### config.mk
export PLATFORM = sky130hd
export DESIGN_NAME = sha224_byte_stream_hasher
export DESIGN_NICKNAME = d
export VERILOG_FILES = /design/src/design/sha224h_pkg.sv /design/src/design/sha224h_round.sv /design/src/design/sha224_byte_stream_hasher.sv
export SDC_FILE = /design/constraint.sdc
export NUM_CORES = 2
export LEC_CHECK = 0
export BUFFER_PORTS_ARGS = -buffer_cell sky130_fd_sc_hd__buf_2
export CORE_UTILIZATION = 45
export DETAILED_ROUTE_END_ITERATION = 8
export PLACE_DENSITY = 0.62
export SYNTH_ARGS = -nofsm -noshare
export SYNTH_HDL_FRONTEND = slang
export SYNTH_SLANG_ARGS = --single-unit
### constraint.sdc
create_clock -name clk -period 76.7 [get_ports clk]
set_clock_uncertainty 0.05 [all_clocks]
set_input_delay 11.505 -clock clk [delete_from_list [all_inputs] [get_ports clk]]
set_output_delay 11.505 -clock clk [all_outputs]
set_load 0.02 [all_outputs]
### src/design/sha224h_pkg.sv
// Shared types and constants of the SHA-224 byte stream hasher.
package sha224h_pkg;

	typedef logic [31:0] word_t;
	typedef logic [7:0][31:0] vars_t;
	typedef logic [15:0][31:0] sched_t;

	localparam word_t INIT_WORDS [8] = '{
		32'hc1059ed8, 32'h367cd507, 32'h3070dd17, 32'hf70e5939,
		32'hffc00b31, 32'h68581511, 32'h64f98fa7, 32'hbefa4fa4
	};

	localparam word_t ROUND_K [64] = '{
		32'h428a2f98, 32'h71374491, 32'hb5c0fbcf, 32'he9b5dba5,
		32'h3956c25b, 32'h59f111f1, 32'h923f82a4, 32'hab1c5ed5,
		32'hd807aa98, 32'h12835b01, 32'h243185be, 32'h550c7dc3,
		32'h72be5d74, 32'h80deb1fe, 32'h9bdc06a7, 32'hc19bf174,
		32'he49b69c1, 32'hefbe4786, 32'h0fc19dc6, 32'h240ca1cc,
		32'h2de92c6f, 32'h4a7484aa, 32'h5cb0a9dc, 32'h76f988da,
		32'h983e5152, 32'ha831c66d, 32'hb00327c8, 32'hbf597fc7,
		32'hc6e00bf3, 32'hd5a79147, 32'h06ca6351, 32'h14292967,
		32'h27b70a85, 32'h2e1b2138, 32'h4d2c6dfc, 32'h53380d13,
		32'h650a7354, 32'h766a0abb, 32'h81c2c92e, 32'h92722c85,
		32'ha2bfe8a1, 32'ha81a664b, 32'hc24b8b70, 32'hc76c51a3,
		32'hd192e819, 32'hd6990624, 32'hf40e3585, 32'h106aa070,
		32'h19a4c116, 32'h1e376c08, 32'h2748774c, 32'h34b0bcb5,
		32'h391c0cb3, 32'h4ed8aa4a, 32'h5b9cca4f, 32'h682e6ff3,
		32'h748f82ee, 32'h78a5636f, 32'h84c87814, 32'h8cc70208,
		32'h90befffa, 32'ha4506ceb, 32'hbef9a3f7, 32'hc67178f2
	};

endpackage

### src/design/sha224h_round.sv
// One SHA-256 compression round with its message schedule step.
module sha224h_round (
	input  sha224h_pkg::vars_t  v,
	input  sha224h_pkg::sched_t w,
	input  logic                load_phase,
	input  sha224h_pkg::word_t  mem_word,
	input  sha224h_pkg::word_t  k,
	output sha224h_pkg::vars_t  v_next,
	output sha224h_pkg::word_t  w_cur
);
	import sha224h_pkg::*;

	function automatic word_t ror(input word_t x, input int n);
		return (x >> n) | (x << (32 - n));
	endfunction

	word_t s0;
	word_t s1;
	word_t t1;
	word_t t2;

	always_comb begin
		s0 = ror(w[1], 7) ^ ror(w[1], 18) ^ (w[1] >> 3);
		s1 = ror(w[14], 17) ^ ror(w[14], 19) ^ (w[14] >> 10);
		w_cur = load_phase ? mem_word : s1 + w[9] + s0 + w[0];
		t1 = v[7] + (ror(v[4], 6) ^ ror(v[4], 11) ^ ror(v[4], 25))
			+ ((v[4] & v[5]) ^ (~v[4] & v[6])) + k + w_cur;
		t2 = (ror(v[0], 2) ^ ror(v[0], 13) ^ ror(v[0], 22))
			+ ((v[0] & v[1]) ^ (v[0] & v[2]) ^ (v[1] & v[2]));
		v_next[7] = v[6];
		v_next[6] = v[5];
		v_next[5] = v[4];
		v_next[4] = v[3] + t1;
		v_next[3] = v[2];
		v_next[2] = v[1];
		v_next[1] = v[0];
		v_next[0] = t1 + t2;
	end

endmodule

### src/design/sha224_byte_stream_hasher.sv
// SHA-224 byte stream hasher, top level.
//
// Input stream: one beat per message byte (s_tuser low, byte in s_tdata), and one
// end beat (s_tuser high) that closes the message. Output stream: seven 32-bit
// digest words, most significant first, m_tlast on the seventh.
// The beat that fills a 64-byte block starts a compression (a load step, 64
// rounds of the single round unit, a fold into the chaining words); s_tready
// stays low meanwhile. The message words are packed into a 16 x 32 block
// memory and read back one word per round during the first sixteen rounds.
// An end beat generates the padding one byte per cycle between compressions
// (0x80, zeros up to byte 56, then the 64-bit bit length), which costs up to
// 72 padding bytes plus one or two compressions, then offers the seven digest
// beats. A stalled receiver holds the current digest beat; no new input is
// taken until the last digest beat is accepted, after which the chaining
// words and counters are back at their start values.
// Reset loads the SHA-224 initial values and clears the counters; the block
// memory is not cleared and needs no clearing pass.
module sha224_byte_stream_hasher (
	input  logic        clk,
	input  logic        arst_n,
	input  logic        s_tvalid,
	output logic        s_tready,
	input  logic [7:0]  s_tdata,   // [7:0] data_byte
	input  logic [0:0]  s_tuser,   // [0] action
	output logic        m_tvalid,
	input  logic        m_tready,
	output logic [31:0] m_tdata,   // [31:0] digest_word
	output logic        m_tlast
);
	import sha224h_pkg::*;

	localparam logic [2:0] ST_IDLE  = 3'd0;
	localparam logic [2:0] ST_PAD   = 3'd1;
	localparam logic [2:0] ST_PREP  = 3'd2;
	localparam logic [2:0] ST_ROUND = 3'd3;
	localparam logic [2:0] ST_FIN   = 3'd4;
	localparam logic [2:0] ST_OUT   = 3'd5;

	localparam logic [1:0] PST_80   = 2'd0;
	localparam logic [1:0] PST_ZERO = 2'd1;
	localparam logic [1:0] PST_LEN  = 2'd2;

	localparam logic [5:0] LEN_OFFSET = 6'd56;

	logic [2:0]  state_q;
	logic [5:0]  off_q;
	logic [63:0] bitlen_q;
	vars_t       chain_q;
	logic [5:0]  rnd_q;
	logic        pad_q;
	logic [1:0]  pst_q;
	logic [2:0]  lidx_q;
	logic        done_q;
	logic [2:0]  oidx_q;

	word_t       asm_q;
	logic [63:0] len_q;
	vars_t       v_q;
	sched_t      w_q;
	word_t       rd_q;
	word_t       mem [16];

	logic        in_fire;
	logic        data_fire;
	logic        end_fire;
	logic        pad_fire;
	logic        byte_fire;
	logic        len_emit;
	logic [7:0]  pad_byte;
	logic [7:0]  byte_val;
	word_t       asm_next;
	logic [3:0]  rd_addr;
	logic        load_phase;
	vars_t       v_next;
	word_t       w_cur;
	logic        out_fire;

	assign s_tready  = (state_q == ST_IDLE);
	assign in_fire   = s_tvalid & s_tready;
	assign data_fire = in_fire & ~s_tuser[0];
	assign end_fire  = in_fire & s_tuser[0];
	assign pad_fire  = (state_q == ST_PAD);
	assign byte_fire = data_fire | pad_fire;
	assign len_emit  = pad_fire
		& (((pst_q == PST_ZERO) & (off_q == LEN_OFFSET)) | (pst_q == PST_LEN));

	always_comb begin
		case (pst_q)
			PST_80:   pad_byte = 8'h80;
			PST_ZERO: pad_byte = (off_q == LEN_OFFSET) ? len_q[63:56] : 8'h00;
			PST_LEN:  pad_byte = len_q[63:56];
			default:  pad_byte = 8'h00;
		endcase
	end

	assign byte_val = pad_fire ? pad_byte : s_tdata;
	assign asm_next = (off_q[1:0] == 2'b00) ? {byte_val, 24'h000000}
		: asm_q | (word_t'(byte_val) << {~off_q[1:0], 3'b000});

	assign rd_addr    = (state_q == ST_PREP) ? 4'd0 : rnd_q[3:0] + 4'd1;
	assign load_phase = (rnd_q[5:4] == 2'b00);

	assign m_tvalid = (state_q == ST_OUT);
	assign m_tdata  = chain_q[oidx_q];
	assign m_tlast  = (oidx_q == 3'd6);
	assign out_fire = m_tvalid & m_tready;

	sha224h_round u_round (
		.v          (v_q),
		.w          (w_q),
		.load_phase (load_phase),
		.mem_word   (rd_q),
		.k          (ROUND_K[rnd_q]),
		.v_next     (v_next),
		.w_cur      (w_cur)
	);

	always_ff @(posedge clk) begin
		if (byte_fire && off_q[1:0] == 2'b11) begin
			mem[off_q[5:2]] <= asm_next;
		end
		rd_q <= mem[rd_addr];
	end

	always_ff @(posedge clk) begin
		if (byte_fire) begin
			asm_q <= asm_next;
		end
		if (end_fire) begin
			len_q <= bitlen_q;
		end else if (len_emit) begin
			len_q <= {len_q[55:0], 8'h00};
		end
		if (state_q == ST_PREP) begin
			v_q <= chain_q;
		end else if (state_q == ST_ROUND) begin
			v_q <= v_next;
			w_q <= {w_cur, w_q[15:1]};
		end
	end

	always_ff @(posedge clk or negedge arst_n) begin
		if (!arst_n) begin
			state_q  <= ST_IDLE;
			off_q    <= '0;
			bitlen_q <= '0;
			for (int i = 0; i < 8; i++) begin
				chain_q[i] <= INIT_WORDS[i];
			end
			rnd_q    <= '0;
			pad_q    <= 1'b0;
			pst_q    <= PST_80;
			lidx_q   <= '0;
			done_q   <= 1'b0;
			oidx_q   <= '0;
		end else begin
			case (state_q)
				ST_IDLE: begin
					if (data_fire) begin
						bitlen_q <= bitlen_q + 64'd8;
					end
					if (end_fire) begin
						pad_q   <= 1'b1;
						pst_q   <= PST_80;
						done_q  <= 1'b0;
						state_q <= ST_PAD;
					end
				end
				ST_PAD: begin
					case (pst_q)
						PST_80: pst_q <= PST_ZERO;
						PST_ZERO: begin
							if (off_q == LEN_OFFSET) begin
								pst_q  <= PST_LEN;
								lidx_q <= 3'd1;
							end
						end
						PST_LEN: begin
							lidx_q <= lidx_q + 3'd1;
							if (lidx_q == 3'd7) begin
								done_q <= 1'b1;
							end
						end
						default: pst_q <= PST_80;
					endcase
				end
				ST_PREP: begin
					rnd_q   <= '0;
					state_q <= ST_ROUND;
				end
				ST_ROUND: begin
					rnd_q <= rnd_q + 6'd1;
					if (rnd_q == 6'd63) begin
						state_q <= ST_FIN;
					end
				end
				ST_FIN: begin
					for (int i = 0; i < 8; i++) begin
						chain_q[i] <= chain_q[i] + v_q[i];
					end
					oidx_q <= '0;
					if (!pad_q) begin
						state_q <= ST_IDLE;
					end else if (done_q) begin
						state_q <= ST_OUT;
					end else begin
						state_q <= ST_PAD;
					end
				end
				ST_OUT: begin
					if (out_fire) begin
						oidx_q <= oidx_q + 3'd1;
						if (oidx_q == 3'd6) begin
							for (int i = 0; i < 8; i++) begin
								chain_q[i] <= INIT_WORDS[i];
							end
							bitlen_q <= '0;
							pad_q    <= 1'b0;
							done_q   <= 1'b0;
							state_q  <= ST_IDLE;
						end
					end
				end
				default: state_q <= ST_IDLE;
			endcase
			if (byte_fire) begin
				off_q <= off_q + 6'd1;
				if (off_q == 6'd63) begin
					state_q <= ST_PREP;
				end
			end
		end
	end

	a_block_full_compresses: assert property (@(posedge clk) disable iff (!arst_n)
		(byte_fire && off_q == 6'd63) |=> (state_q == ST_PREP))
		else $error("full block did not start a compression");

	a_rounds_end_in_fold: assert property (@(posedge clk) disable iff (!arst_n)
		(state_q == ST_ROUND && rnd_q == 6'd63) |=> (state_q == ST_FIN))
		else $error("round 63 not followed by chaining fold");

	a_length_ends_block: assert property (@(posedge clk) disable iff (!arst_n)
		(pad_fire && pst_q == PST_LEN && lidx_q == 3'd7) |-> (off_q == 6'd63))
		else $error("length bytes not aligned to block end");

	a_digest_restarts: assert property (@(posedge clk) disable iff (!arst_n)
		(out_fire && m_tlast) |=> (off_q == 6'd0 && bitlen_q == 64'd0
			&& chain_q[0] == INIT_WORDS[0] && state_q == ST_IDLE))
		else $error("state not restored after last digest beat");

endmodule

==> results.md <==
- Status: finished, final reports clean
- Final slew viol count: 0
- Hold path endpoint: w_q[150]
- Placer Congestion: 0.955
- Delay-heaviest family, CP: multiplexers
- Vias in the first global route: 62501
- DR vias: 64460
- Clk sink count: 1747
- Worst-path clk slew: 0.06 ns
- DRC Markers: 0
- CP Capture Type: output port
- Setup violators final: 0
- Total core area: 0.207 mm^2
- Syn Nets: 8873
- Die span in y: 459 um
- Number of synthesized flops with an enable pin: 1373
- R2r setup slk: 64.61 ns
- RR Endpoint: v_q[31]
- Skew-Pair Late Insertion Delay: 0.84 ns
- Initial DRC Count: 6640
- Yosys Warn Count: 0
- CTS root buffer: clkbuf_16
- Clock Tree Buf Depth: 3
- Final Hold Fails: 0
- Critical Path Fanout Max: 35
- Largest stage delay on the critical path: 0.91 ns
- Crit Path Class: flop to output port
- Die Wd: 459 um
- Drt via density: 5.78
- Gr usage total: 0.254
- Routed len/inst: 24.3 um
- Row count: 167
- # port buffers: 47
- Post-route ant nets: 0
- Fmax: 65.1 MHz
- Crit-path slowest cell: dfrtp_4
- Final #Nets: 8811
- Async S/R FF share, synth: 0.196
- Cell-by-cell trace of the critical path: buf_4 > mux4_2 > mux2_2 > buf_2
- Worst hold start: w_q[182]
- Top FF cell, synth: edfxtp_1
- TritonCTS clock tree: built
- Worst Setup SP: oidx_q[0]
- Hold Path Class: flop to flop
- Headroom to the max-slew limit: 0.148
- Post-CTS setup buffers: 0
- Die area: 0.211 mm^2
- Worst EP required: 65.14 ns
- Fin crit share: 0.200
- Mapped cell area: 0.0942 mm^2
- Starting Density: 0.454
- Area grow syn2layout: 9.82%
- RSZ-0062 raised after global routing: no
- Initial antenna violation count: 10
- RR Startpoint: w_q[466]
- Number of CTS-inserted buffers: 187
- Max-Cap Viols: 0
- Multi-input combinational cell area: 0.0408 mm^2
- H-tree Lvls: 4
- Grt ovf: 0
- Register area share after synthesis: 0.537
- Hold_buf cts: 0
- Cell variety after synth: 94
- Drt total wl: 271 mm
- CP startpoint kind: flop
- CP bufs+invs: 2
- Hold Path Depth: 0
- Post-Synthesis Cells: 8257
- Worst EP arrival: 3.81 ns
- Register Area: 0.0506 mm^2
- Filler cells: 18211
- Global-route wire length before repair: 401 mm
- # IOs: 48
- Fraction of layout cells with a size suffix above 1: 0.102
- Slew @ Worst Pin: 1.27 ns
- Minimum clock period: 15.36 ns
- Largest net degree at the start of global routing: 175
- Setup TNS: 0 ns
- Synthesized flop and latch total: 1747
- Worst r2r path cells: 41
- HPWL Detailed: 187 mm
- Drt first pass iters: 9
- Average size of a mapped cell: 11.4 um^2
- Post-CTS sizing: 0
[logic make-up after synthesis]
family	after synthesis	share of synthesized area
DFF	1747	0.537
muxes	364	0.0495
xor gates and xnor gates	635	0.0591
and+or+nand+nor	2180	0.101
AOI/OAI and AO/OA	1893	0.123
adders and majority gates	621	0.0976
buffers and inverters	817	0.0326
[synth_stat cells (all sizes together), types with 33 or more instances]
cell type,instances,area [um^2]
a221oi,43,377
mux4,68,1530
inv,424,1590
nor3,96,495
clkbuf,340,1280
mux2,136,1530
a21o,179,1340
a211oi,38,290
buf,53,201
dfrtp,212,5310
dfstp,130,3420
o21bai,33,248
fa,196,3920
o21ai,577,2900
xor2,282,2470
nor2b,55,344
a31oi,36,225
a21oi,648,3280
xnor2,353,3090
and3,77,482
or3,33,206
nand2b,85,532
nand2,1122,4210
mux2i,160,1600
o221ai,38,333
ha,407,5090
o21a,62,465
edfxtp,1373,41200
nand3,194,971
nor2,412,1550
[how the worst max path moves through the flow]
stage / endpoint / slack, ns / depth (start not counted)
floorplan: rnd_q[0] / 52.17 / 5
global placement: mem[7][6] / 61.66 / 6
global route: m_tdata[2] / 61.16 / 4
finish: m_tdata[2] / 61.34 / 4
detailed placement: mem[7][3] / 61.62 / 6
CTS: m_tdata[2] / 61.26 / 4
[placed cells by master (no fill, tap or decap), types with 36 or more instances in the layout]
cell type	n
a211oi_1	37
a21o_1	179
a21oi_1	643
a221oi_1	43
a31oi_1	36
and3_1	74
buf_2	46
buf_4	90
clkbuf_1	40
clkbuf_16	190
clkinv_1	36
dfrtp_1	205
dfstp_2	130
edfxtp_1	1373
fa_1	196
ha_1	405
inv_1	423
mux2_2	136
mux2i_1	160
mux4_2	68
nand2_1	1117
nand2b_1	85
nand3_1	191
nor2_1	385
nor2b_1	55
nor3_1	87
o21a_1	62
o21ai_0	559
o221ai_1	38
xnor2_1	353
xor2_1	282
[per-layer routing]
layer  up-vias  GRT usage  routed length [um]
li1      29540          -                   -
met3       448     0.0422               19900
met5         -          0                   0
met1     32011      0.360              118000
met4         0     0.0870                9590
met2      2461      0.396              124000
[through the flow]
step | cells | hold slack [ns] | setup WS (ns) | area [um^2] | utilization
2_1_floorplan | 8257 | 0.350 | 52.17 | 94200 | -
3_3_place_gp | 10794 | 0.350 | 61.66 | 97500 | 0.470
3_5_place_dp | 10794 | 0.355 | 61.62 | 97500 | 0.470
4_1_cts | 11141 | 0.327 | 61.26 | 103000 | 0.498
5_1_grt | 11141 | 0.337 | 61.16 | 103000 | 0.498
6_report | 11145 | 0.334 | 61.34 | 103000 | 0.498
[layout make-up]
class	count	area share
flip-flops and latches	1747	0.489
multi-input cells	5693	0.394
clock buffers	241	0.0489
well taps	2788	0.0337
inverters	424	0.0155
repair buffers	142	0.00987
clock inverters	106	0.00820
diodes	4	0.0000968
[state kept, by name (all words and copies together) (netlist names)]
signal    flops
bitlen_q     61
oidx_q        3
done_q        1
rnd_q         6
off_q         6
pst_q         2
w_q         512
state_q       3
lidx_q        3
chain_q     256
len_q        61
mem         512
asm_q        32
pad_q         1
v_q         256
rd_q         32
Power is not shown: default switching activity piles up to over one toggle a cycle in this logic, so the estimate is an artifact.
